File: config.mk
export PLATFORM = sky130hd
export DESIGN_NAME = nfa_ram
export DESIGN_NICKNAME = d
export VERILOG_FILES = /design/src/hw/rtl/nfa_ram.sv
export SDC_FILE = /design/constraint.sdc
export NUM_CORES = 2
export LEC_CHECK = 0
export ABC_CLOCK_PERIOD_IN_PS = 2600
export BUFFER_PORTS_ARGS = -buffer_cell sky130_fd_sc_hd__clkbuf_2
export CAP_MARGIN = 10
export CORE_MARGIN = 1.5
export CORE_UTILIZATION = 30
export CTS_CLUSTER_DIAMETER = 100
export CTS_CLUSTER_SIZE = 28
export DETAILED_ROUTE_END_ITERATION = 16
export SYNTH_ARGS = -nofsm -noshare
export SYNTH_HDL_FRONTEND = slang
export SYNTH_SLANG_ARGS = --single-unit
File: constraint.sdc
create_clock -name clk -period 2.6 [get_ports clk]
set_input_delay 0.39 -clock clk [delete_from_list [all_inputs] [get_ports clk]]
set_output_delay 0.39 -clock clk [all_outputs]
set_load 0.02 [all_outputs]
File: src/hw/rtl/nfa_ram.sv
// Generic single-write, single-read RAM with registered read data.
// No dependencies.
module nfa_ram #(
	parameter int unsigned WIDTH = 8,
	parameter int unsigned DEPTH = 256
) (
	input  logic                     clk,
	input  logic                     we,
	input  logic [$clog2(DEPTH)-1:0] waddr,
	input  logic [WIDTH-1:0]         wdata,
	input  logic [$clog2(DEPTH)-1:0] raddr,
	output logic [WIDTH-1:0]         rdata
);
	logic [WIDTH-1:0] mem [DEPTH];

	always_ff @(posedge clk) begin
		if (we) begin
			mem[waddr] <= wdata;
		end
		rdata <= mem[raddr];
	end
endmodule

# After elaboration in Yosys (flattened, before gate mapping)
# Memory sizes are Yosys's and may differ from the RTL's. A register that Yosys moved wholly into a read port is not among the register bits.
# Index checks and enable logic that the tools add are counted.
totals:
  ff_bits: 0
  input_bits: 26
  ramBits: 2048
  wordCells: 3
  mem_count: 1
  rom_bits: 0
  latchBits: 0
classes:
  n_reduce_logical: 0
  mux: 2
  n_lt_le_gt_ge: 0
  add_sub_neg: 0
  shift: 0
  eq_ne: 0
  bitwise: 0
  n_div: 0
  n_mul: 0
memory_table:
  columns: ["name", "depth", "word_bits", "rd", "rd_clocked_by_memory_dff", "write_ports", "line", "text"]
  rows:
  - ["mem", 256, 8, 1, 1, 1, "14", "logic [WIDTH-1:0] mem [DEPTH];"]
ops:
  columns: ["cell", "n"]
  rows:
  - ["1-bit two-way mux", 2]

# Logic depth before layout (Yosys ltp)
depth:
  word_depth: 2
  ltp_mapped: 11

# Least setup slack after synthesis
# OpenSTA, ideal clock, no wires.
synth_timing:
  path_kind: "input to register"
  from: "in raddr[0]"
  to: "reg rdata[2] (read register of mem)"
  slack_ns: 0.272
  arrival_ns: 2.197
  cell_stages: 9
  path_cell_list: "buf_6 -> buf_12 -> buf_8 -> buf_2 -> mux4_2 -> a22oi_1 -> a21oi_1 -> nor4_1 -> nor4_2"
synth_lines:
  columns: ["item", "line", "text"]
  rows:
  - ["from (decl)", "11", "input logic [$clog2(DEPTH)-1:0] raddr,"]
  - ["to (decl)", "12", "output logic [WIDTH-1:0] rdata"]

==> flow_summary.toml <==
[power]
p_clk_share_pct = 28.4
comb_power_share_pct = 6.8
ir_drop_uv = 529.2
seqPwrFrac_pct = 64.8
power_density_mw_per_mm2 = 617.7
power.share.switching_pct = 21.46
switchingPower_w = 0.01212
internal_power_w = 0.04434
power.leakage_nw = 28.41

[sta]
fin_skew_ns = 0.06098
fin_crit_ns = 2.506
final_max_slew_viol_count = 0
rsz0062_at_grt = "false"
fmax_mhz = 399.1
setup_tns_ns = 0
hold_viol = 0
hold_slack_ns = 0.09208
setup_viol = 0
slew_headroom_pct = 35.58
period_share_pct = 96.38
worst_pin_slew_ns = 0.9628

[worst_hold_path]
worstHoldPathCells = 1
hp-start = "wdata[3]"
hold_class = "in -> reg"
worstHoldEndpoint = "mem[193][3]"

[floorplanning]
io_pins = 34
initial_utilization_pct = 30.25
dieWidth_um = 518.0
rows = 188
die_h_um = 518.0
die-area_mm2 = 0.2683
core_mm2 = 0.2630

[critical_path]
worstSetupPathType = "reg -> reg"
cp_cell_sequence = "mux4_2 -> a22o_1 -> a221oi_1 -> o32ai_1 -> nor3_1 -> buf_4 -> nor4_1"
reg2reg_to = "rdata[5]"
worstSetupStartpointType = "register"
crit_family = "compound AO/OA/AOI/OAI gates"
r2r-start = "mem[211][5]"
crit_path_end_kind = "register"
crit_start = "mem[211][5]"
path_depth = 7
timing.critical_path.buf_inv = 1
rrSetupSlack_ns = 0.09
ff2ff_path_depth = 7
cpPeakStageDelay_ns = 0.52
critPathRequiredTime_ns = 3.23
critical_path.max_fanout = 1
cp.arrival_ns = 3.14
crit_path_top_delay_cell = "mux4_2"

[synth]
synth_edf_count = 2048
syn_avg_cell_area_um2 = 21.31
synth_compound_area_share_pct = 3.419
syn_nets = 3759
ys_ff_latch = 2056
synthXorXnorAreaFrac_pct = 0
synth_top_family_by_area = "multiplexers"
ys.flop_type = "edfxtp_1"
yosys.area_share.simple_pct = 2.628
synth-seq-area-share_pct = 77.50
syn_area_mm2 = 0.07956
synth_warnings = 0
synth_mux_area_share_pct = 14.62
synth_cell_types = 55
synth_fa_ha_area_share_pct = 0
ys_async_sr_fraction_pct = 0
netlist_instances = 3733

[place]
gp_congestion = 0.8486
dp_hpwl_um = 132200
io_buffers = 33

[route]
ant_nets = 0
drt_pass1_iterations = 6
wl_met2_um = 97920
wirelength_met1_um = 85610
routed_wl_um = 201700
via_per_inst = 5.034
dr_wl_met3_um = 13540
drc = 0
wl_per_cell_um = 25.70
routed.top_layer = "met5"
drtIter0Drc = 4870
num_vias = 39502

[clock_tree]
cts_max_level = 3
cts_tree = "yes"
clk_pin_slew_worst_paths_ns = 0.11
numCtsBuffers = 84
cts_sinks = 2056
clk-insertion-delay-late_ns = 0.76
root_buffer = "clkbuf_16"
clockBufferDepth = 3

[grt]
first_global_vias = 39577
track_usage_pct = 14.72
grt_start_max_net_pins = 91
antenna_found_initial = 12
grt.overflow.total = 0
grt_pass1_wl_um = 289900

[cells_and_area]
fillers = 24507
final_cell_mix = "2048 x edfxtp_1, 590 x buf_4, 454 x mux4_2"
syn2layout_area_growth_pct = 14.88
layout.nets = 4319
multi_input_area_mm2 = 0.01654
final-seq-area_mm2 = 0.06166
final_common_cell = "edfxtp_1"
final_layout_size_suffix_gt1_share_pct = 29.64

[flow_run]
maxCapViolations = 0

[outcome]
run_status = "completed"
[worst register-to-register path: stages, from the launching register on]
cell and delay (ns):
edfxtp_1 0.38, mux4_2 0.52, a22o_1 0.29, a221oi_1 0.35, o32ai_1 0.17, nor3_1 0.39
buf_4 0.23, nor4_1 0.06
[worst max-delay path by stage]
stage | end
after global placement | rdata[6]
after global routing | rdata[5]
after floorplan | rdata[2]
final | rdata[5]
after CTS | rdata[5]
after detailed placement | rdata[5]
[power by group through the flow]
stage | Combinational [W] | Sequential, W | Clock, W
2_1_floorplan | 0.00177 | 0.0373 | 0
3_3_place_gp | 0.00382 | 0.0373 | 0
3_5_place_dp | 0.00387 | 0.0373 | 0
4_1_cts | 0.00388 | 0.0366 | 0.0165
5_1_grt | 0.00406 | 0.0366 | 0.0174
6_report | 0.00385 | 0.0366 | 0.0160
[area by class of cell]
type,instances,share of cell area [%]
Sequential cell,2056,67.46
Multi-Input combinational cell,1442,18.10
Timing Repair Buffer,707,6.980
Tap cell,3515,4.812
Clock buffer,114,2.516
Clock inverter,7,0.1068
Antenna cell,4,0.01095
Inverter,2,0.008214
[per-stage QoR]
stage | utilization (%) | total power [W] | setup WS, ns | area [um2] | std cells
after floorplan | - | 0.03907 | 0.2721 | 79560 | 3733
after global placement | 33.81 | 0.04115 | -1.263 | 88910 | 7718
after detailed placement | 33.82 | 0.04120 | -1.087 | 88940 | 7721
after CTS | 34.74 | 0.05691 | 0.03068 | 91370 | 7843
after global routing | 34.75 | 0.05803 | 0.02911 | 91390 | 7843
final | 34.75 | 0.05645 | 0.09406 | 91400 | 7847
[synth_stat cells (all sizes together), types with 22 or more instances]
master | count | share of area (%)
edfxtp | 2048 | 77
mux4 | 456 | 13
nor2 | 282 | 1.3
mux2i | 134 | 1.7
a22oi | 133 | 1.3
buf | 122 | 1.3
clkbuf | 111 | 0.52
a21oi | 96 | 0.60
o221ai | 47 | 0.53
nand3 | 34 | 0.21
nand2 | 33 | 0.16
nor2b | 31 | 0.24
o22ai | 28 | 0.22
nor4 | 27 | 0.24
nor3 | 22 | 0.14
[cells by family (layout without fill, tap and decap cells)]
family                 after synthesis  count (layout)
AOI/OAI and AO/OA                  385             385
DFF                               2056            2056
muxes                              591             591
buffers and inverters              235             830
other                                0               4
and+or+nand+nor                    466             466
[routing by layer]
metal | vias to the layer above | GRT usage, %
met1 | 21309 | 20.60
met2 | 1333 | 24.10
met3 | 213 | 2.279
met4 | 2 | 3.360
met5 | - | 0
li1 | 16645 | -
[what timing repair did]
item	CTS	global route
setup buffers	0	0
gates cloned	0	0
hold endpoints to repair	18	0
gates resized for setup	4	3
setup endpoints to repair	4	3
hold buffers	1	0
[state kept, by name, indices dropped and copies added, names as in the netlist]
register	count
mem	2048
rdata	8
Power figures use the tool's default switching activity.
